File: config.mk
export PLATFORM = sky130hd
export DESIGN_NAME = cnm_queue
export DESIGN_NICKNAME = d
export VERILOG_FILES = /design/src/hdl/cnm_pkg.sv /design/src/hdl/cnm_queue.sv
export SDC_FILE = /design/constraint.sdc
export NUM_CORES = 1
export LEC_CHECK = 0
export BUFFER_PORTS_ARGS = -buffer_cell sky130_fd_sc_hd__buf_4
export CORE_MARGIN = 1
export CORE_UTILIZATION = 51
export DETAILED_ROUTE_END_ITERATION = 10
export PLACE_DENSITY_LB_ADDON = 0.08
export SKIP_LAST_GASP = 1
export SYNTH_ARGS = -nofsm -noshare
export SYNTH_HDL_FRONTEND = slang
export SYNTH_SLANG_ARGS = --single-unit
File: constraint.sdc
create_clock -name clk -period 2 [get_ports clk]
set_input_delay 0.4 -clock clk [delete_from_list [all_inputs] [get_ports clk]]
set_output_delay 0.4 -clock clk [all_outputs]
set_load 0.005 [all_outputs]
File: src/hdl/cnm_pkg.sv
// Shared types, constants and coefficient tables of the complex NCO mixer.
`timescale 1ns / 1ps

package cnm_pkg;

  // Field and datapath widths
  localparam int SAMPLE_W = 16;
  localparam int TRIG_W   = 16;
  localparam int PHASE_W  = 20;
  localparam int FREQ_W   = 20;
  localparam int OCT_W    = PHASE_W + 3;
  localparam int FRAC_W   = 30;
  localparam int DVD_W    = 50;
  localparam int PROD_W   = 64;
  localparam int MUL_W    = 32;

  // Phase modulus and fixed-point constants
  localparam logic [PHASE_W-1:0] PHASE_MOD      = 20'd1000000;
  localparam logic [FRAC_W-1:0]  QUARTER_PI_Q30 = 30'd843314857;
  localparam logic [FRAC_W:0]    Q30_ONE        = 31'h4000_0000;
  localparam logic [TRIG_W-2:0]  TRIG_AMP       = '1;
  localparam logic [PROD_W-1:0]  HALF_Q30       = 64'h0000_0000_2000_0000;
  localparam logic [PROD_W-1:0]  TWO_POW_32     = 64'h0000_0001_0000_0000;

  // Angle division by the modulus: floor(2^50 / modulus) on the top 32 dividend bits
  localparam logic [MUL_W-1:0]   MOD_RECIP      = 32'd1125899906;
  localparam logic [DVD_W-1:0]   MOD_X1         = 50'd1000000;
  localparam logic [DVD_W-1:0]   MOD_X2         = 50'd2000000;

  // Horner evaluation: six sine terms, then six cosine terms
  localparam int HORNER_N  = 12;
  localparam int SIN_TERMS = 6;

  // Queue between front and back
  localparam int QUEUE_DEPTH = 4;
  localparam int QPTR_W      = 2;

  // Request operation codes
  localparam logic OP_MIX   = 1'b0;
  localparam logic OP_CLEAR = 1'b1;

  typedef struct packed {
    logic [PHASE_W-1:0]         phase;
    logic signed [SAMPLE_W-1:0] re;
    logic signed [SAMPLE_W-1:0] im;
  } cnm_item_t;

  typedef struct packed {
    logic full;
    logic empty;
  } cnm_q_status_t;

  typedef enum logic [4:0] {
    B_IDLE,
    B_OCT,
    B_XMUL,
    B_XREC,
    B_XCHK,
    B_XFIX,
    B_X2,
    B_HMUL,
    B_HREC,
    B_HCHK,
    B_HFIX,
    B_SIN,
    B_SCS,
    B_SCC,
    B_QUAD,
    B_MA,
    B_MB,
    B_MC,
    B_OUT
  } cnm_back_state_t;

  // Divisor of each Horner term
  function automatic logic [7:0] horner_div(input logic [3:0] j);
    case (j)
      4'd0:    horner_div = 8'd156;
      4'd1:    horner_div = 8'd110;
      4'd2:    horner_div = 8'd72;
      4'd3:    horner_div = 8'd42;
      4'd4:    horner_div = 8'd20;
      4'd5:    horner_div = 8'd6;
      4'd6:    horner_div = 8'd132;
      4'd7:    horner_div = 8'd90;
      4'd8:    horner_div = 8'd56;
      4'd9:    horner_div = 8'd30;
      4'd10:   horner_div = 8'd12;
      4'd11:   horner_div = 8'd2;
      default: horner_div = 8'd1;
    endcase
  endfunction

  // floor(2^32 / divisor) of each Horner term
  function automatic logic [MUL_W-1:0] horner_recip(input logic [3:0] j);
    case (j)
      4'd0:    horner_recip = MUL_W'(TWO_POW_32 / 64'd156);
      4'd1:    horner_recip = MUL_W'(TWO_POW_32 / 64'd110);
      4'd2:    horner_recip = MUL_W'(TWO_POW_32 / 64'd72);
      4'd3:    horner_recip = MUL_W'(TWO_POW_32 / 64'd42);
      4'd4:    horner_recip = MUL_W'(TWO_POW_32 / 64'd20);
      4'd5:    horner_recip = MUL_W'(TWO_POW_32 / 64'd6);
      4'd6:    horner_recip = MUL_W'(TWO_POW_32 / 64'd132);
      4'd7:    horner_recip = MUL_W'(TWO_POW_32 / 64'd90);
      4'd8:    horner_recip = MUL_W'(TWO_POW_32 / 64'd56);
      4'd9:    horner_recip = MUL_W'(TWO_POW_32 / 64'd30);
      4'd10:   horner_recip = MUL_W'(TWO_POW_32 / 64'd12);
      4'd11:   horner_recip = MUL_W'(TWO_POW_32 / 64'd2);
      default: horner_recip = '1;
    endcase
  endfunction

  // k * modulus, the start of octant k in eighth-phase units
  function automatic logic [OCT_W-1:0] oct_base(input logic [2:0] k);
    oct_base = OCT_W'(k) * OCT_W'(PHASE_MOD);
  endfunction

endpackage

File: src/hdl/cnm_queue.sv
// Short FIFO that decouples the front end from the back end.
`timescale 1ns / 1ps

module cnm_queue import cnm_pkg::*; (
  input  logic          clk,
  input  logic          rst_n,
  input  logic          push,
  input  cnm_item_t     push_item,
  input  logic          pop,
  output cnm_item_t     head_item,
  output cnm_q_status_t status
);

  cnm_item_t         entry_r [QUEUE_DEPTH];
  logic [QPTR_W-1:0] wr_ptr_r;
  logic [QPTR_W-1:0] rd_ptr_r;
  logic [QPTR_W:0]   count_r;
  logic [QPTR_W:0]   count_nxt;

  assign status.full  = (count_r == (QPTR_W+1)'(QUEUE_DEPTH));
  assign status.empty = (count_r == '0);
  assign head_item    = entry_r[rd_ptr_r];

  always_comb begin
    count_nxt = count_r;
    if (push && !pop) begin
      count_nxt = count_r + 1'b1;
    end else if (!push && pop) begin
      count_nxt = count_r - 1'b1;
    end
  end

  // Advance pointers and count
  always_ff @(posedge clk) begin
    if (!rst_n) begin
      wr_ptr_r <= '0;
      rd_ptr_r <= '0;
      count_r  <= '0;
    end else begin
      count_r <= count_nxt;
      if (push) begin
        wr_ptr_r <= wr_ptr_r + 1'b1;
      end
      if (pop) begin
        rd_ptr_r <= rd_ptr_r + 1'b1;
      end
    end
  end

  // Store entries
  always_ff @(posedge clk) begin
    if (push) begin
      entry_r[wr_ptr_r] <= push_item;
    end
  end

endmodule

* Word-level counts from Yosys, hierarchy flattened
Memories as Yosys holds them, arrays and structs flattened. A register that Yosys moved wholly into a read port is not among the register bits.
Cells that the tools add are included.
** Cells by class
- Add/subtract/negate cells :: 4
- Eq/ne operators :: 1
- Muxes and demuxes :: 6
- Reductions and logical operators :: 6
** Operators by type and width (count)
- $mux W3 :: 2
- $add A2 B1 Y2 const B :: 2
- $mux W2 :: 2
- $add A3 B1 Y3 const B :: 1
- $eq A3 B3 Y1 const B :: 1
- $logic_not A3 Y1 :: 1
- $sub A3 B1 Y3 const B :: 1
- $logic_and A1 B1 Y1 :: 2
- $logic_not A1 Y1 :: 2
- $mux W1 :: 2
- $reduce_bool A2 Y1 :: 1
** Word-level totals
- Output and inout port bits :: 54
- Memories :: 1
- Word-level logic and storage cells :: 21
- Flip-flop bits (word level) :: 7
- Bits of input ports :: 56
- Memory bits (writable) :: 208
** Memories
- entry_r :: words 4, width 52, rd ports 1, clocked after Yosys merged registers in 1, write ports 1, RTL line cnm_queue.sv:14 : cnm_item_t entry_r [QUEUE_DEPTH];

* Logic depth before layout (Yosys ltp)
Gate-level depths: netlist of run 1.
- Depth in word-level cells :: 4
- Mapped depth :: 7

* Worst setup path before layout of run 1
OpenSTA, ideal clock, no wires.
- Path type :: flip-flop to flip-flop
- From :: register wr_ptr_r[0]
- To :: memory entry_r[2][0] (netlist bit), enable pin
- Stages on the path, launching flop included :: 4
- Data arrival time :: 1778 ps
- Required time :: 1585 ps
- Path slack :: -193 ps
- Library setup time :: 415 ps
- Buffers on the path :: 0
- Cells stage by stage :: dfxtp_1 inv_1 ha_1 and2_1
** RTL lines
- start, declared :: RTL line cnm_queue.sv:15 : logic [QPTR_W-1:0] wr_ptr_r;
- start signal, assigned :: RTL line cnm_queue.sv:42 : wr_ptr_r <= wr_ptr_r + 1'b1;
- end, declared :: RTL line cnm_queue.sv:14
No word-level cell before the write port.

==> impl_metrics.ini, run 1 <==
[run_status]
status = complete, but fails checks
violations = negative setup slack

[clocking]
root_buffer = clkbuf_16
clockBufferDepth = 3
cts_tree = done
cts_made_buffers = 22
path_clk_slew_ns = 0.06
insertion_delay_ns = 0.48
htreeDepth = 1
cts_sinks = 217

[sta]
fin_skew_ns = 0.00515
fmax_mhz = 450
finalMaxSlewViolations = 0
hold_violations = 0
min_period_ns = 2.22
setup_viol = 52
worst_slack_ns = -0.220
worst_slew_pin_slew_ns = 0.406
rsz0062_at_grt = yes
holdWs_ns = 0.114
period_share_pct = 111
timing.slew.headroom_pct = 73.0

[critical_path]
path_cells = buf_12 > buf_16 > mux4_2 > buf_6
startpoint_type = flip-flop
crit_path_top_delay_cell = mux4_2
path_class = flip-flop to primary output
cp.required_ns = 1.60
arrival_ns = 1.82
cp-end-kind = primary output
cp_slowest_stage_delay_ns = 0.51
worstPathMaxFanout = 6

[logic_synthesis]
synth_top_area_cell = edfxtp_1
ys_ff_latch = 217
syn_inst = 315
syn-cell-area_mm2 = 0.00801
synth_edf_count = 208
yosys_warnings = 0
syn-num-nets = 377
yosysMostFrequentCell = edfxtp_1
synth.distinct_cells = 22
yosysTopAreaCellShare_pct = 78.0
async_reset_ff_share_pct = 0
seq_area_frac_synth_pct = 80.2
synth.area.top_cells = edfxtp_1 (78%), mux4_2 (14%), dfxtp_1 (2.2%)
syn_avg_cell_area_um2 = 25.4
synth_common_cells = edfxtp_1 (208), mux4_2 (50), and2_1 (9), dfxtp_1 (9)
synth_top_flop_cell = edfxtp_1

[pwr]
power_frac_comb_pct = 11.2
switching_share_pct = 20.4
seq_power_share_pct = 52.9
p_per_area_mw_per_mm2 = 1000
power.leakage_nw = 3.40
p_int_mw = 7.95
netSwitchingPower_mw = 2.04
power_mw = 9.99
clkPwrFrac_pct = 35.9
vdd_drop_max_mv = 0.579

[floorplanning]
die_w_um = 127
core_area_mm2 = 0.0153
initial_core_util_pct = 52.5
die_area_mm2 = 0.0162
die_h_um = 127
rows = 45
boundaryPins = 110

[layout]
final_nets = 514
layout-drive-gt1-share_pct = 44.6
fillers = 1060
syn2layout_area_growth_pct = 24.2
layoutNonFillerInstCount = 677
antenna_cells = 0
final_util_pct = 65.2

[global_routing]
grt.total_usage_pct = 17.0
grt_first_pass_wirelength_um = 20400
grt_max_degree = 32
antenna_found_initial = 0
first_global_vias = 3760
grt_overflow = 0

[placement]
dp_cells = 635
io_buffers = 109
gp_congestion = 0.657
dp_hpwl_um = 7580

[detailed_routing]
wl_um = 13200
drtPass1Iterations = 4
ant_nets = 0
via_per_inst = 5.24
vias = 3546
drc_errors = 0
drt_iter0_markers = 217
wl_per_cell_um = 19.5

[worst_hold_path]
hp-class = input port to flip-flop

[flow_run]
cap_violations = 0
==> routing by layer <==
| layer | track usage, % | vias to the layer above | routed length (µm) |
|---|---|---|---|
| met4 | 5.18 | 0 | 207 |
| met2 | 27.4 | 88 | 6600 |
| met1 | 23.7 | 1832 | 5740 |
| met3 | 3.69 | 18 | 661 |
| li1 | - | 1608 | - |
| met5 | 0 | - | 0 |
==> cell usage in the layout, fill, tap and decap left out, types with 2 or more instances in the layout <==
cell | synthesis | layout
clkbuf_1 | 1 | 4
buf_6 | 1 | 11
clkbuf_16 | 0 | 23
xor2_1 | 3 | 3
and2_1 | 9 | 5
ha_1 | 5 | 5
dfxtp_1 | 9 | 7
mux4_1 | 2 | 2
buf_4 | 0 | 101
nor2b_1 | 2 | 2
clkinv_1 | 0 | 7
edfxtp_1 | 208 | 208
mux2i_1 | 2 | 2
clkinv_2 | 0 | 4
mux4_2 | 50 | 50
xnor2_1 | 2 | 2
buf_12 | 5 | 10
inv_1 | 4 | 4
and2_2 | 0 | 4
buf_16 | 0 | 3
==> through the flow <==
step | setup TNS (ns) | setup slack, ns | area, µm²
4_1_cts | -11.69 | -0.289 | 9960
6_report | -8.82 | -0.220 | 9950
5_1_grt | -12.57 | -0.306 | 9950
2_1_floorplan | 0 | 0.323 | 8020
3_5_place_dp | 0 | 0.0752 | 9170
3_3_place_gp | 0 | 0.163 | 9170
==> cells by family after synthesis <==
family,synth area share (%)
AO/OA/AOI/OAI,0.156
XOR/XNOR,0.547
adder cells (fa/ha/maj),1.03
buffers and inverters,1.94
flip-flops,80.2
multiplexers,15.0
AND/OR/NAND/NOR,1.14
==> layout make-up <==
cell class              instances  area (µm²)  area share (%)
flip-flops and latches        217        6430            64.7
multi-input cells              82        1430            14.4
repair buffers                125        1160            11.7
clock buffers                  27         591            5.94
well taps                     211         264            2.65
clock inverters                11        46.3           0.465
inverters                       4        15.0           0.151
==> final timing paths <==
kind                 start        endpoint  cells past startpoint  slack, ns
max              flip-flop   head_item[22]                      4      -0.22
min reg2reg     count_r[2]      count_r[2]                      2       0.52
max reg2reg     count_r[0]      count_r[2]                      4       0.49
min          push_item[18]  entry_r[3][18]                      1       0.11
==> worst max-delay path, delay by kind of cell (launching register included) <==
| kind | cells | cell delay [ns] |
|---|---|---|
| buffers and inverters | 3 | 0.40 |
| flip-flops | 1 | 0.42 |
| multiplexers | 1 | 0.51 |
==> timing repair <==
| action | 4_1_cts | 5_1_grt |
|---|---|---|
| setup endpoints to repair | 52 | 52 |
| buffers inserted | 2 | 0 |
| hold buffers | 0 | 0 |
| gates resized for setup | 11 | 4 |
| gates cloned | 3 | 0 |
==> flip-flops by register name (all words and copies together) (netlist names), named ones only <==
register,cells
rd_ptr_r,2
count_r,3
wr_ptr_r,2
entry_r,208
==> power groups by stage <==
stage	Sequential [mW]	Clock [mW]	Combinational, mW
2_1_floorplan	5.35	0	0.555
3_3_place_gp	5.36	0	1.05
3_5_place_dp	5.38	0	1.07
4_1_cts	5.28	3.68	1.15
5_1_grt	5.30	3.83	1.21
6_report	5.28	3.59	1.12
Power figures use the tool's default switching activity.
==> run 2, diff against run 1 <==
--- a/config.mk
+++ b/config.mk
@@ -5,10 +5,11 @@
 export SDC_FILE = /design/constraint.sdc
 export NUM_CORES = 1
 export LEC_CHECK = 0
-export BUFFER_PORTS_ARGS = -buffer_cell sky130_fd_sc_hd__buf_4
 export CORE_MARGIN = 1
-export CORE_UTILIZATION = 51
+export CORE_UTILIZATION = 55
 export DETAILED_ROUTE_END_ITERATION = 10
+export DONT_BUFFER_PORTS = 1
+export GPL_ROUTABILITY_DRIVEN = 0
 export PLACE_DENSITY_LB_ADDON = 0.08
 export SKIP_LAST_GASP = 1
 export SYNTH_ARGS = -nofsm -noshare
==> impl_metrics.ini, run 2 (synthesized netlist as in run 1, its figures left out) <==
[worst_hold_path]
hp-class = input port to flip-flop
worstHoldPathCells = 1
hp-start = rst_n

[clocking]
clockBufferDepth = 3
root_buffer = clkbuf_16
insertion_delay_ns = 0.49
cts_sinks = 217
htreeDepth = 1
path_clk_slew_ns = 0.06
cts_made_buffers = 22
cts_tree = done

[critical_path]
startpoint_type = flip-flop
path_class = flip-flop to primary output
worstPathMaxFanout = 7
cp-end-kind = primary output
r2r_cells = 4
cp.required_ns = 1.60
r2r_start = wr_ptr_r[0]
arrival_ns = 1.71

[pwr]
p_per_area_mw_per_mm2 = 1060
vdd_drop_max_mv = 0.806
power.leakage_nw = 3.19
power_mw = 10.4

[global_routing]
grt-busiest-layer = met2
grt_overflow = 0
met2_usage_pct = 31.1
grt_first_pass_wirelength_um = 20100
grt_max_degree = 42
first_global_vias = 3609
grtUsageMet1_pct = 23.8
use_met3_pct = 4.51
antenna_found_initial = 1
grt.total_usage_pct = 18.5

[sta]
timing.slew.headroom_pct = 70.9
worst_slack_ns = -0.107
fmax_mhz = 475
min_period_ns = 2.11
finalMaxSlewViolations = 0
period_share_pct = 105
rsz0062_at_grt = yes
worst_slew_pin_slew_ns = 0.436
fin_skew_ns = 0.00549
hold_violations = 0
setup_viol = 52

[detailed_routing]
ant_nets = 0
drt_iter0_markers = 232
wl_per_cell_um = 22.3
wl_um = 13400
drtPass1Iterations = 4
drc_errors = 0
via_per_inst = 5.68
vias = 3400

[layout]
largest_reg_flops = 208
seqCellArea_mm2 = 0.00643
final_util_pct = 69.8
regMostFlops = entry_r
fillers = 863
syn2layout_area_growth_pct = 22.4
layoutNonFillerInstCount = 599
final_cell_mix = edfxtp_1 (208), mux4_2 (52), dlygate4sd3_1 (52), clkbuf_16 (24)
layout-drive-gt1-share_pct = 27.8
stdcell_area_mm2 = 0.00981
multiInputGateArea_mm2 = 0.00143
reg_top3 = entry_r x208, count_r x3
final_nets = 467
final_common_cell = edfxtp_1

[run_status]
status = complete, but fails checks
violations = negative setup slack

[floorplanning]
die_area_mm2 = 0.0151
boundaryPins = 110
initial_core_util_pct = 57.0
rows = 43
die_w_um = 123
core_area_mm2 = 0.0140
die_h_um = 123

[placement]
place_ws_ns = 0.244
dp_hpwl_um = 7470
io_buffers = 0
placed_area_mm2 = 0.00829
dp_cells = 498

[flow_run]
cap_violations = 0
-- run 2: stage by stage --
step | setup TNS (ns) | hold WS, ns
floorplan | 0 | 0.472
global placement | 0 | 0.496
detailed placement | 0 | 0.499
CTS | -5.39 | 0.0141
global route | -6.50 | 0.0213
finish | -3.79 | 0.0337
-- run 2: metal layers --
layer | routed length [µm] | vias to the layer above | part of all wire, %
li1 | - | 1517 | -
met1 | 5460 | 1762 | 41
met2 | 6880 | 100 | 51
met3 | 757 | 21 | 5.7
met4 | 280 | 0 | 2.1
met5 | 0 | - | 0
-- run 2: final timing paths --
check                                endpoint  slack, ns
worst max-delay path             head_item[1]      -0.11
worst min-delay path              wr_ptr_r[0]       0.03
worst min register to register     count_r[2]       0.54
worst max register to register  entry_r[0][4]       0.49
-- run 2: power by group --
group / internal [mW] / switching, mW / total (mW)
logic: 0.500 / 0.430 / 0.929
clock network: 2.60 / 1.59 / 4.19
registers: 5.22 / 0.0642 / 5.28
total: 8.31 / 2.09 / 10.4
-- run 2: what timing repair did --
| action | CTS | global route |
|---|---|---|
| hold buffers | 52 | 0 |
| hold endpoints to repair | 208 | 0 |
| setup endpoints to repair | 49 | 52 |
| pin swaps | 0 | 0 |
| cloned | 4 | 1 |
| resized for setup | 11 | 2 |
| setup buffers | 6 | 0 |
-- run 2: worst max-delay path, cell delays in order (launching register included) --
cell and delay [ns]:
dfxtp_4 0.39, buf_12 0.15, buf_12 0.13, mux4_2 0.54
-- run 2: cell type report --
type	count	share of cell area, %
flip-flops and latches	217	65.6
repair buffers	78	9.76
well taps	180	2.30
clock inverters	13	1.72
inverters	4	0.153
clock buffers	24	5.91
diodes	1	0.0255
multi-input cells	82	14.5
