[src/hdl/cnm_pkg.sv]
// Shared types, constants and coefficient tables of the complex NCO mixer.
`timescale 1ns / 1ps

package cnm_pkg;

  // Field and datapath widths
  localparam int SAMPLE_W = 16;
  localparam int TRIG_W   = 16;
  localparam int PHASE_W  = 20;
  localparam int FREQ_W   = 20;
  localparam int OCT_W    = PHASE_W + 3;
  localparam int FRAC_W   = 30;
  localparam int DVD_W    = 50;
  localparam int PROD_W   = 64;
  localparam int MUL_W    = 32;

  // Phase modulus and fixed-point constants
  localparam logic [PHASE_W-1:0] PHASE_MOD      = 20'd1000000;
  localparam logic [FRAC_W-1:0]  QUARTER_PI_Q30 = 30'd843314857;
  localparam logic [FRAC_W:0]    Q30_ONE        = 31'h4000_0000;
  localparam logic [TRIG_W-2:0]  TRIG_AMP       = '1;
  localparam logic [PROD_W-1:0]  HALF_Q30       = 64'h0000_0000_2000_0000;
  localparam logic [PROD_W-1:0]  TWO_POW_32     = 64'h0000_0001_0000_0000;

  // Angle division by the modulus: floor(2^50 / modulus) on the top 32 dividend bits
  localparam logic [MUL_W-1:0]   MOD_RECIP      = 32'd1125899906;
  localparam logic [DVD_W-1:0]   MOD_X1         = 50'd1000000;
  localparam logic [DVD_W-1:0]   MOD_X2         = 50'd2000000;

  // Horner evaluation: six sine terms, then six cosine terms
  localparam int HORNER_N  = 12;
  localparam int SIN_TERMS = 6;

  // Queue between front and back
  localparam int QUEUE_DEPTH = 4;
  localparam int QPTR_W      = 2;

  // Request operation codes
  localparam logic OP_MIX   = 1'b0;
  localparam logic OP_CLEAR = 1'b1;

  typedef struct packed {
    logic [PHASE_W-1:0]         phase;
    logic signed [SAMPLE_W-1:0] re;
    logic signed [SAMPLE_W-1:0] im;
  } cnm_item_t;

  typedef struct packed {
    logic full;
    logic empty;
  } cnm_q_status_t;

  typedef enum logic [4:0] {
    B_IDLE,
    B_OCT,
    B_XMUL,
    B_XREC,
    B_XCHK,
    B_XFIX,
    B_X2,
    B_HMUL,
    B_HREC,
    B_HCHK,
    B_HFIX,
    B_SIN,
    B_SCS,
    B_SCC,
    B_QUAD,
    B_MA,
    B_MB,
    B_MC,
    B_OUT
  } cnm_back_state_t;

  // Divisor of each Horner term
  function automatic logic [7:0] horner_div(input logic [3:0] j);
    case (j)
      4'd0:    horner_div = 8'd156;
      4'd1:    horner_div = 8'd110;
      4'd2:    horner_div = 8'd72;
      4'd3:    horner_div = 8'd42;
      4'd4:    horner_div = 8'd20;
      4'd5:    horner_div = 8'd6;
      4'd6:    horner_div = 8'd132;
      4'd7:    horner_div = 8'd90;
      4'd8:    horner_div = 8'd56;
      4'd9:    horner_div = 8'd30;
      4'd10:   horner_div = 8'd12;
      4'd11:   horner_div = 8'd2;
      default: horner_div = 8'd1;
    endcase
  endfunction

  // floor(2^32 / divisor) of each Horner term
  function automatic logic [MUL_W-1:0] horner_recip(input logic [3:0] j);
    case (j)
      4'd0:    horner_recip = MUL_W'(TWO_POW_32 / 64'd156);
      4'd1:    horner_recip = MUL_W'(TWO_POW_32 / 64'd110);
      4'd2:    horner_recip = MUL_W'(TWO_POW_32 / 64'd72);
      4'd3:    horner_recip = MUL_W'(TWO_POW_32 / 64'd42);
      4'd4:    horner_recip = MUL_W'(TWO_POW_32 / 64'd20);
      4'd5:    horner_recip = MUL_W'(TWO_POW_32 / 64'd6);
      4'd6:    horner_recip = MUL_W'(TWO_POW_32 / 64'd132);
      4'd7:    horner_recip = MUL_W'(TWO_POW_32 / 64'd90);
      4'd8:    horner_recip = MUL_W'(TWO_POW_32 / 64'd56);
      4'd9:    horner_recip = MUL_W'(TWO_POW_32 / 64'd30);
      4'd10:   horner_recip = MUL_W'(TWO_POW_32 / 64'd12);
      4'd11:   horner_recip = MUL_W'(TWO_POW_32 / 64'd2);
      default: horner_recip = '1;
    endcase
  endfunction

  // k * modulus, the start of octant k in eighth-phase units
  function automatic logic [OCT_W-1:0] oct_base(input logic [2:0] k);
    oct_base = OCT_W'(k) * OCT_W'(PHASE_MOD);
  endfunction

endpackage

[src/hdl/cnm_front.sv]
// Front end: accepts requests, holds the frequency word and phase index, queues samples.
`timescale 1ns / 1ps

module cnm_front import cnm_pkg::*; (
  input  logic                       clk,
  input  logic                       rst_n,
  input  logic                       cfg_wr_en,
  input  logic [FREQ_W-1:0]          cfg_wr_data,
  input  logic                       in_valid,
  output logic                       in_stall,
  input  logic                       in_op,
  input  logic signed [SAMPLE_W-1:0] in_real,
  input  logic signed [SAMPLE_W-1:0] in_imag,
  input  cnm_q_status_t              q_status,
  output logic                       q_push,
  output cnm_item_t                  q_item
);

  logic [FREQ_W-1:0]  freq_r;
  logic [PHASE_W-1:0] phase_r;
  logic [PHASE_W-1:0] phase_nxt;
  logic [PHASE_W-1:0] step;
  logic [PHASE_W:0]   phase_sum;
  logic               accept;

  // Stall only while the queue is full
  assign in_stall = q_status.full;
  assign accept   = in_valid && !q_status.full;
  assign q_push   = accept && (in_op == OP_MIX);

  assign q_item.phase = phase_r;
  assign q_item.re    = in_real;
  assign q_item.im    = in_imag;

  // Reduce the frequency word once; it stays below twice the modulus
  always_comb begin
    if (freq_r >= PHASE_MOD) begin
      step = freq_r - PHASE_MOD;
    end else begin
      step = freq_r;
    end
    phase_sum = {1'b0, phase_r} + {1'b0, step};
    if (phase_sum >= {1'b0, PHASE_MOD}) begin
      phase_nxt = PHASE_W'(phase_sum - {1'b0, PHASE_MOD});
    end else begin
      phase_nxt = phase_sum[PHASE_W-1:0];
    end
  end

  // Write config, clear or advance the phase per request
  always_ff @(posedge clk) begin
    if (!rst_n) begin
      freq_r  <= '0;
      phase_r <= '0;
    end else begin
      if (cfg_wr_en) begin
        freq_r <= cfg_wr_data;
      end
      if (accept) begin
        if (in_op == OP_CLEAR) begin
          phase_r <= '0;
        end else begin
          phase_r <= phase_nxt;
        end
      end
    end
  end

endmodule

[config.mk]
export PLATFORM = sky130hd
export DESIGN_NAME = cnm_front
export DESIGN_NICKNAME = d
export VERILOG_FILES = /design/src/hdl/cnm_pkg.sv /design/src/hdl/cnm_front.sv
export SDC_FILE = /design/constraint.sdc
export NUM_CORES = 1
export LEC_CHECK = 0
export ABC_AREA = 1
export ABC_CLOCK_PERIOD_IN_PS = 6500
export CAP_MARGIN = 10
export CORE_ASPECT_RATIO = 0.75
export CORE_UTILIZATION = 65
export CTS_CLUSTER_SIZE = 8
export DETAILED_ROUTE_END_ITERATION = 10
export DONT_BUFFER_PORTS = 1
export HOLD_SLACK_MARGIN = 0.06
export PLACE_DENSITY = 0.86
export SETUP_SLACK_MARGIN = 0.4
export SYNTH_ARGS = -nofsm -noshare
export SYNTH_HDL_FRONTEND = slang
export SYNTH_SLANG_ARGS = --single-unit
[constraint.sdc]
create_clock -name clk -period 6.5 [get_ports clk]
set_input_delay 1.3 -clock clk [delete_from_list [all_inputs] [get_ports clk]]
set_output_delay 1.3 -clock clk [all_outputs]
set_load 0.05 [all_outputs]
# After elaboration in Yosys (flattened, before gate mapping)
# Index checks and enable logic that the tools add are counted.
[op_classes]
div_mod_pow = 0
n_addsub = 3
multipliers = 0
n_bitwise = 1
eq_ne = 0
n_shift = 0
order_cmp = 2
n_mux = 3
reduce_logical = 3
[ops]
columns = ["cell", "n"]
rows = [
  ["2-to-1 mux 20 bit", 3],
  ["subtractor 20 bit, second input constant", 2],
  ["adder 20 x 20 -> 21 bit", 1],
  ["greater-or-equal comparator 21 x 20 -> 1 bit, second input constant", 1],
  ["greater-or-equal comparator 20 bit, second input constant", 1],
  ["logical AND 1 bit", 2],
  ["zero test 1 bit", 1],
  ["NOT 1 bit", 1],
]
[word_totals]
n_memories = 0
out_inout_bits = 54
latch_bits = 0
romBits = 0
mem_bits_rw = 0
register_bits = 40

# Depth between registers and ports, before layout
# Gate-level depths: netlist of run 1.
[logic_depth]
ltp_word = 6
depth_mapped = 32
depth_no_buf = 32

# Worst setup path after synthesis of run 1
# Ideal clock, no wire load.
[synth_path]
path_kind = "input port to output port"
from = "input in_valid"
to = "output q_push"
path_buffers = 1
t_arrival_ns = 2.438
required_time_ns = 5.200
slack_ns = 2.762
stages = 5
cell_sequence = "inv_1 -> nor2_1 -> inv_1 -> nor2_2 -> clkbuf_1"
[synth_between]
elab_chain_len = 2
[synth_rtl]
columns = ["item", "line_no", "rtl"]
rows = [
  ["start: declaration", "cnm_front.sv:9", "input logic in_valid,"],
  ["logical AND 1 bit", "cnm_front.sv:28", "assign accept = in_valid && !q_status.full;"],
  ["logical AND 1 bit", "cnm_front.sv:29", "assign q_push = accept && (in_op == OP_MIX);"],
  ["end: declaration", "cnm_front.sv:15", "output logic q_push,"],
]
# No other way between the ends.

# Worst setup path in the final report of run 1
[layout_path]
from = "register freq_r[6]"
to = "register phase_r[9]"
[layout_between]
elab_chain_len = 6
word_cells_on_any_way = 8
[layout_rtl]
columns = ["item", "line_no", "rtl"]
rows = [
  ["start: declaration", "cnm_front.sv:19", "logic [FREQ_W-1:0] freq_r;"],
  ["start signal: assignment", "cnm_front.sv:57", "freq_r <= cfg_wr_data;"],
  ["subtractor 20 bit or greater-or-equal comparator 20 bit (tied branches)", "cnm_front.sv:38, cnm_front.sv:37", ""],
  ["2-to-1 mux 20 bit *", "cnm_front.sv:37", "if (freq_r >= PHASE_MOD) begin"],
  ["adder 20 x 20 -> 21 bit *", "cnm_front.sv:42", "phase_sum = {1'b0, phase_r} + {1'b0, step};"],
  ["subtractor 20 bit or greater-or-equal comparator 21 x 20 -> 1 bit (tied branches)", "cnm_front.sv:44, cnm_front.sv:43", ""],
  ["2-to-1 mux 20 bit *", "cnm_front.sv:43", "if (phase_sum >= {1'b0, PHASE_MOD}) begin"],
  ["2-to-1 mux 20 bit *", "cnm_front.sv:60", "if (in_op == OP_CLEAR) begin"],
  ["end signal: assignment", "cnm_front.sv:63", "phase_r <= phase_nxt;"],
  ["end: declaration", "cnm_front.sv:20", "logic [PHASE_W-1:0] phase_r;"],
]
# Mark *: on every way between the ends. The rest lies on a longest branch, timed or not.
# A chain may end at the register's enable or synchronous reset.

==> results of run 1 <==
[area by class of cell]
| class | count | area, um^2 |
|---|---|---|
| inverters | 91 | 342 |
| fillers | 535 | 2000 |
| multi-input cells | 461 | 2430 |
| flip-flops and latches | 40 | 801 |
| well taps | 78 | 97.6 |
| repair buffers | 1 | 7.51 |
| clock buffers | 5 | 68.8 |
| clock inverters | 3 | 46.3 |
[metrics by stage]
stage	cell area, um^2	util [%]
5_1_grt	3800	65.5
3_5_place_dp	3680	63.5
2_1_floorplan	3890	-
6_report	3800	65.5
3_3_place_gp	3680	63.5
4_1_cts	3800	65.5
[cell families after synthesis]
group / Yosys count / share of synthesized area (%)
XOR/XNOR: 18 / 4.05
AND/OR/NAND/NOR: 328 / 37.4
AO/OA/AOI/OAI: 88 / 12.2
adder cells (fa/ha/maj): 27 / 8.87
buffers and inverters: 138 / 16.9
flip-flops: 40 / 20.6
[state kept, by name, indices dropped and copies added (netlist names)]
register,count
freq_r,20
phase_r,20
[per-layer routing]
metal	track usage, %	wire, um	up-vias	share of wire, %
met1	40.5	4260	1714	43
li1	-	-	1921	-
met3	6.73	910	33	9.2
met4	10.4	248	0	2.5
met5	0	0	-	0
met2	51.0	4420	195	45
[cell usage after synthesis, drive strengths merged, types with 3 or more instances]
master / count / area share (%)
inv: 91 / 8.8
nand3b: 6 / 1.2
nand2: 182 / 19
buf: 37 / 7.2
nor2: 68 / 7.2
o21bai: 3 / 0.58
nand3: 54 / 7.6
a21oi: 53 / 7.3
clkbuf: 10 / 0.96
nor3: 5 / 0.64
nand4: 8 / 1.3
xor2: 16 / 3.6
dfxtp: 40 / 21
o21ai: 30 / 4.0
ha: 26 / 8.4
[worst register-to-register path: cells and delay by family, from the launching register on]
kind,cells,cell delay (ns)
and+or+nand+nor,17,2.80
adders and majority gates,3,0.82
AOI/OAI and AO/OA,3,0.43
DFF,1,0.38
buffers and inverters,4,0.30
xor gates and xnor gates,1,0.18
[power breakdown]
| group | internal, uW | switching [uW] | total (uW) |
|---|---|---|---|
| Combinational | 50.1 | 98.3 | 148 |
| Clock | 116 | 105 | 220 |
| Sequential | 256 | 20.9 | 277 |
[path summary, 6_finish.rpt]
check                           cells past startpoint  slack, ns          to
worst max-delay path                               28       1.45  phase_r[9]
worst min-delay path                                2       0.49  freq_r[19]
worst max register to register                     28       1.45  phase_r[9]
worst min register to register                      2       0.49  freq_r[19]
==> results.py, run 1 <==
metrics = {
    "timing": {
        "fmaxAchievable_mhz": 198,
        "setup_ws_ns": 1.45,
        "rsz0062_at_grt": "false",
        "fin_skew_ns": 0.00330,
        "setup-violations-final": 0,
        "hold_viol_final": 0,
        "fin_tns_setup_ns": 0,
        "worst_slew_pin_slew_ns": 0.768,
        "max-slew-margin-rel_pct": 48.8,
        "holdWs_ns": 0.493,
        "layout_min_cycle_time_ns": 5.05,
        "finalMaxSlewViolations": 0,
        "post-route-period-util_pct": 77.7,
    },
    "setup_path": {
        "cp-end-kind": "flip-flop",
        "critPathLaunchType": "flip-flop",
        "startpoint": "freq_r[6]",
        "crit_required_ns": 6.67,
        "crit_family": "simple AND/OR/NAND/NOR gates",
        "slowest_delay_ns": 0.41,
        "crit_buf_inv": 4,
        "critPathArrivalTime_ns": 5.22,
        "worstPathMaxFanout": 14,
        "timing.rr.start": "freq_r[6]",
        "cpMaxStageDelayCell": "ha_1",
        "crit_top_cell": "nand2_1",
        "critPathKind": "reg2reg",
    },
    "die": {
        "row_count": 24,
        "die_h_um": 69.0,
        "core_area_um2": 5800,
        "dieArea_um2": 6310,
        "fp.dieW_um": 91.4,
        "io_pins": 113,
        "initial_core_util_pct": 67.2,
    },
    "clock_tree": {
        "postCtsHoldBufs": 0,
        "clockBufferDepth": 2,
        "clk-insertion-delay-late_ns": 0.31,
        "cts_tree": "built",
        "numCtsBuffers": 5,
        "post-cts-setup-buffers": 0,
        "clock-root-buffer": "clkbuf_8",
        "clk_pin_slew_ns": 0.09,
        "cts_max_level": 2,
        "clock_sinks": 40,
        "post_cts_resized": 0,
    },
    "detailed_routing": {
        "drt_first_pass_iters": 6,
        "via_count": 3863,
        "drt_iter0_markers": 330,
        "vias_per_cell": 5.69,
        "drcViolationCount": 0,
        "wire_per_inst_um": 14.5,
        "routed_wl_um": 9840,
        "drtAntennaViolNets": 0,
    },
    "synthesis": {
        "synth_cell_types": 33,
        "ys.flop_type": "dfxtp_1",
        "yosys_warnings": 0,
        "synth.net_count": 725,
        "ys_seq_elements": 40,
        "syn_area_per_cell_um2": 6.09,
        "ys_async_sr_fraction_pct": 0,
        "syn_inst": 639,
        "synth_edf_count": 0,
        "syn_area_um2": 3890,
        "ys_seq_area_share_pct": 20.6,
    },
    "final_layout": {
        "drive_gt1_share_pct": 8.49,
        "syn2layout_area_growth_pct": -2.51,
        "fin_nets": 686,
        "instances_no_fill": 679,
        "num_antenna_cells": 0,
        "final_cell_mix": "nand2_1 (169), inv_1 (81), nor2_1 (60)",
        "final_common_cell": "nand2_1",
    },
    "global_route": {
        "antenna_found_initial": 0,
        "grt_start_max_net_pins": 31,
        "grt_pass1_vias": 3409,
        "grt_pass1_wl_um": 15800,
        "grt.total_usage_pct": 31.1,
        "grt_overflow": 0,
    },
    "power_and_ir_drop": {
        "ir_worst_vdd_uv": 120,
        "power_density_nw_per_um2": 170,
        "leakagePower_uw": 0.00200,
        "fin_total_pwr_uw": 646,
    },
    "placed_design": {
        "placed_cells": 671,
        "portBuffers": 0,
        "hpwl_um": 7560,
        "dpl_worst_slack_ns": 1.73,
        "place.gp.congestion": 0.916,
    },
    "min_path": {
        "min-delay-start": "freq_r[19]",
        "hp-class": "reg2reg",
    },
    "run": {
        "drv_cap": 0,
    },
    "status": {
        "status": "finished clean",
    },
}
No activity file was read; power rests on OpenSTA's default activity.
==> run 2, diff against run 1 <==
- ABC_CLOCK_PERIOD_IN_PS: 6500 -> 5170
- clock period: 6.5 -> 5.17 ns (I/O delays scaled with it)
==> run 2 against run 1 <==
Setup slack lost 0.69 ns; hold slack gained 0.011 ns; critical path depth grew 3; clock skew grew 0.0017 ns; utilization grew 1.1 points; sequential cell count is the same; wire length shrank 0.99%; first-iteration DRC count grew 3.9%; combinational power grew 27%; sequential power grew 26%; cell count grew 0.44%; non-clock buffer count grew 2.
==> results.py, run 2 (synthesis gave the netlist of run 1 again) <==
metrics = {
    "status": {
        "status": "finished clean",
    },
    "power_and_ir_drop": {
        "power_density_nw_per_um2": 209,
        "fin_total_pwr_uw": 808,
        "leakagePower_uw": 0.00202,
        "combPwrFrac_pct": 23.3,
        "intPower_uw": 531,
        "switching_share_pct": 34.2,
        "ir_worst_vdd_uv": 157,
        "p_clk_share_pct": 33.6,
        "power_frac_seq_pct": 43.1,
        "p_switching_uw": 277,
    },
    "timing": {
        "hold_viol_final": 0,
        "post-route-period-util_pct": 85.3,
        "fin_tns_setup_ns": 0,
        "fmaxAchievable_mhz": 227,
        "finalMaxSlewViolations": 0,
        "layout_min_cycle_time_ns": 4.41,
        "max-slew-margin-rel_pct": 48.1,
        "setup-violations-final": 0,
        "fin_skew_ns": 0.00499,
        "worst_slew_pin_slew_ns": 0.778,
        "rsz0062_at_grt": "false",
    },
    "clock_tree": {
        "clk-insertion-delay-late_ns": 0.30,
        "cts_max_level": 2,
        "postCtsHoldBufs": 0,
        "numCtsBuffers": 5,
        "cts_tree": "built",
        "clockBufferDepth": 2,
        "clock_sinks": 40,
        "clock-root-buffer": "clkbuf_8",
        "clk_pin_slew_ns": 0.09,
    },
    "die": {
        "dieArea_um2": 6310,
        "io_pins": 113,
        "initial_core_util_pct": 67.2,
        "die_h_um": 69.0,
        "row_count": 24,
        "core_area_um2": 5800,
        "fp.dieW_um": 91.4,
    },
    "setup_path": {
        "worstPathMaxFanout": 14,
        "crit_required_ns": 5.33,
        "cp-end-kind": "flip-flop",
        "cpMaxStageDelayCell": "ha_1",
        "critPathLaunchType": "flip-flop",
        "rrSetupSlack_ns": 0.76,
        "timing.rr.start": "freq_r[6]",
        "regToRegEndpoint": "phase_r[13]",
        "slowest_delay_ns": 0.38,
        "critPathArrivalTime_ns": 4.57,
        "crit_top_cell": "nand2_1",
        "critPathKind": "reg2reg",
        "reg2regPathDepth": 31,
    },
    "final_layout": {
        "syn2layout_area_growth_pct": -0.932,
        "utilization_pct": 66.6,
        "instances_no_fill": 682,
        "fin_nets": 689,
        "drive_gt1_share_pct": 9.77,
        "final_common_cell": "nand2_1",
        "reg_top3": "freq_r (20), phase_r (20)",
        "final_cell_mix": "nand2_1 (169), inv_1 (81), nor2_1 (58)",
        "num_antenna_cells": 0,
        "postLayoutCellArea_um2": 3860,
    },
    "detailed_routing": {
        "vias_per_cell": 5.72,
        "via_count": 3902,
        "routed_wl_um": 9750,
        "drt_first_pass_iters": 5,
        "drt_iter0_markers": 343,
        "drtAntennaViolNets": 0,
        "drcViolationCount": 0,
        "wire_per_inst_um": 14.3,
    },
    "placed_design": {
        "hpwl_um": 7570,
        "placed_cells": 672,
        "place.gp.congestion": 0.931,
        "place_area_um2": 3690,
        "portBuffers": 0,
    },
    "min_path": {
        "min_path_cells": 2,
        "min-delay-start": "freq_r[17]",
        "holdPathEnd": "freq_r[17]",
        "hp-class": "reg2reg",
    },
    "global_route": {
        "grt_pass1_vias": 3375,
        "antenna_found_initial": 0,
        "grt_pass1_wl_um": 15600,
        "grt_overflow": 0,
        "grt_start_max_net_pins": 31,
        "grt.total_usage_pct": 30.8,
    },
    "run": {
        "drv_cap": 0,
    },
}
-- run 2: cell types whose count changed in the layout (fill, tap and decap cells not counted) --
cell     previous run  this run
a21oi_1            48        47
nor2_1             60        58
nand3_4             0         1
nor2_2              7         9
nor4_1              2         1
a21oi_2             5         6
nand2_8             0         1
nor4_2              0         1
nand2_4             2         1
nand3_1            49        48
nand3_2             5         6
buf_4               1         3
-- run 2: final cells by class --
cell class | instances | area [um^2]
clock inverter | 3 | 46.3
tap | 78 | 97.6
timing repair buffer | 3 | 22.5
multi-input combinational | 462 | 2480
clock buffer | 5 | 68.8
inverter | 91 | 342
sequential | 40 | 801
fill | 524 | 1940
-- run 2: timing repair --
item,4_1_cts,5_1_grt
buffers inserted,0,1
gates resized for setup,0,7
hold endpoints to repair,0,0
endpoints found under the setup margin,0,14
-- run 2: stage by stage --
| step | hold WS, ns | worst slack [ns] |
|---|---|---|
| 6_report | 0.504 | 0.762 |
| 5_1_grt | 0.540 | 0.412 |
| 3_5_place_dp | 0.481 | 0.630 |
| 4_1_cts | 0.492 | 0.595 |
| 3_3_place_gp | 0.466 | 0.730 |
| 2_1_floorplan | 0.454 | 1.56 |
-- run 2: worst max-delay path, delay by kind of cell (launching register included) --
kind            cells  cell delay (ns)
compound gates      3             0.47
buf+inv             6             0.54
simple gates       20             2.29
fa+ha+maj           2             0.60
flops               1             0.37
-- run 2: power by group through the flow --
stage          clock network, uW  registers [uW]  logic (uW)
6_report                     271             348         188
5_1_grt                      289             350         210
4_1_cts                      274             348         183
3_5_place_dp                   0             355         182
3_3_place_gp                   0             354         175
2_1_floorplan                  0             350         220
-- run 2: per-layer routing --
layer  vias up  part of all wire [%]  global-route usage (%)
li1       1926                     -                       -
met1      1756                    43                    40.3
met2       184                    45                    50.0
met3        36                   9.3                    6.62
met4         0                   2.8                    11.3
met5         -                     0                       0
-- run 2: worst max-delay path by stage --
| stage | end | slack [ns] | start |
|---|---|---|---|
| after floorplan | phase_r[16] | 1.56 | freq_r[6] |
| after global placement | phase_r[9] | 0.73 | freq_r[16] |
| after detailed placement | phase_r[8] | 0.63 | freq_r[19] |
| after CTS | phase_r[9] | 0.59 | freq_r[19] |
| after global routing | phase_r[13] | 0.41 | freq_r[6] |
| final | phase_r[13] | 0.76 | freq_r[6] |
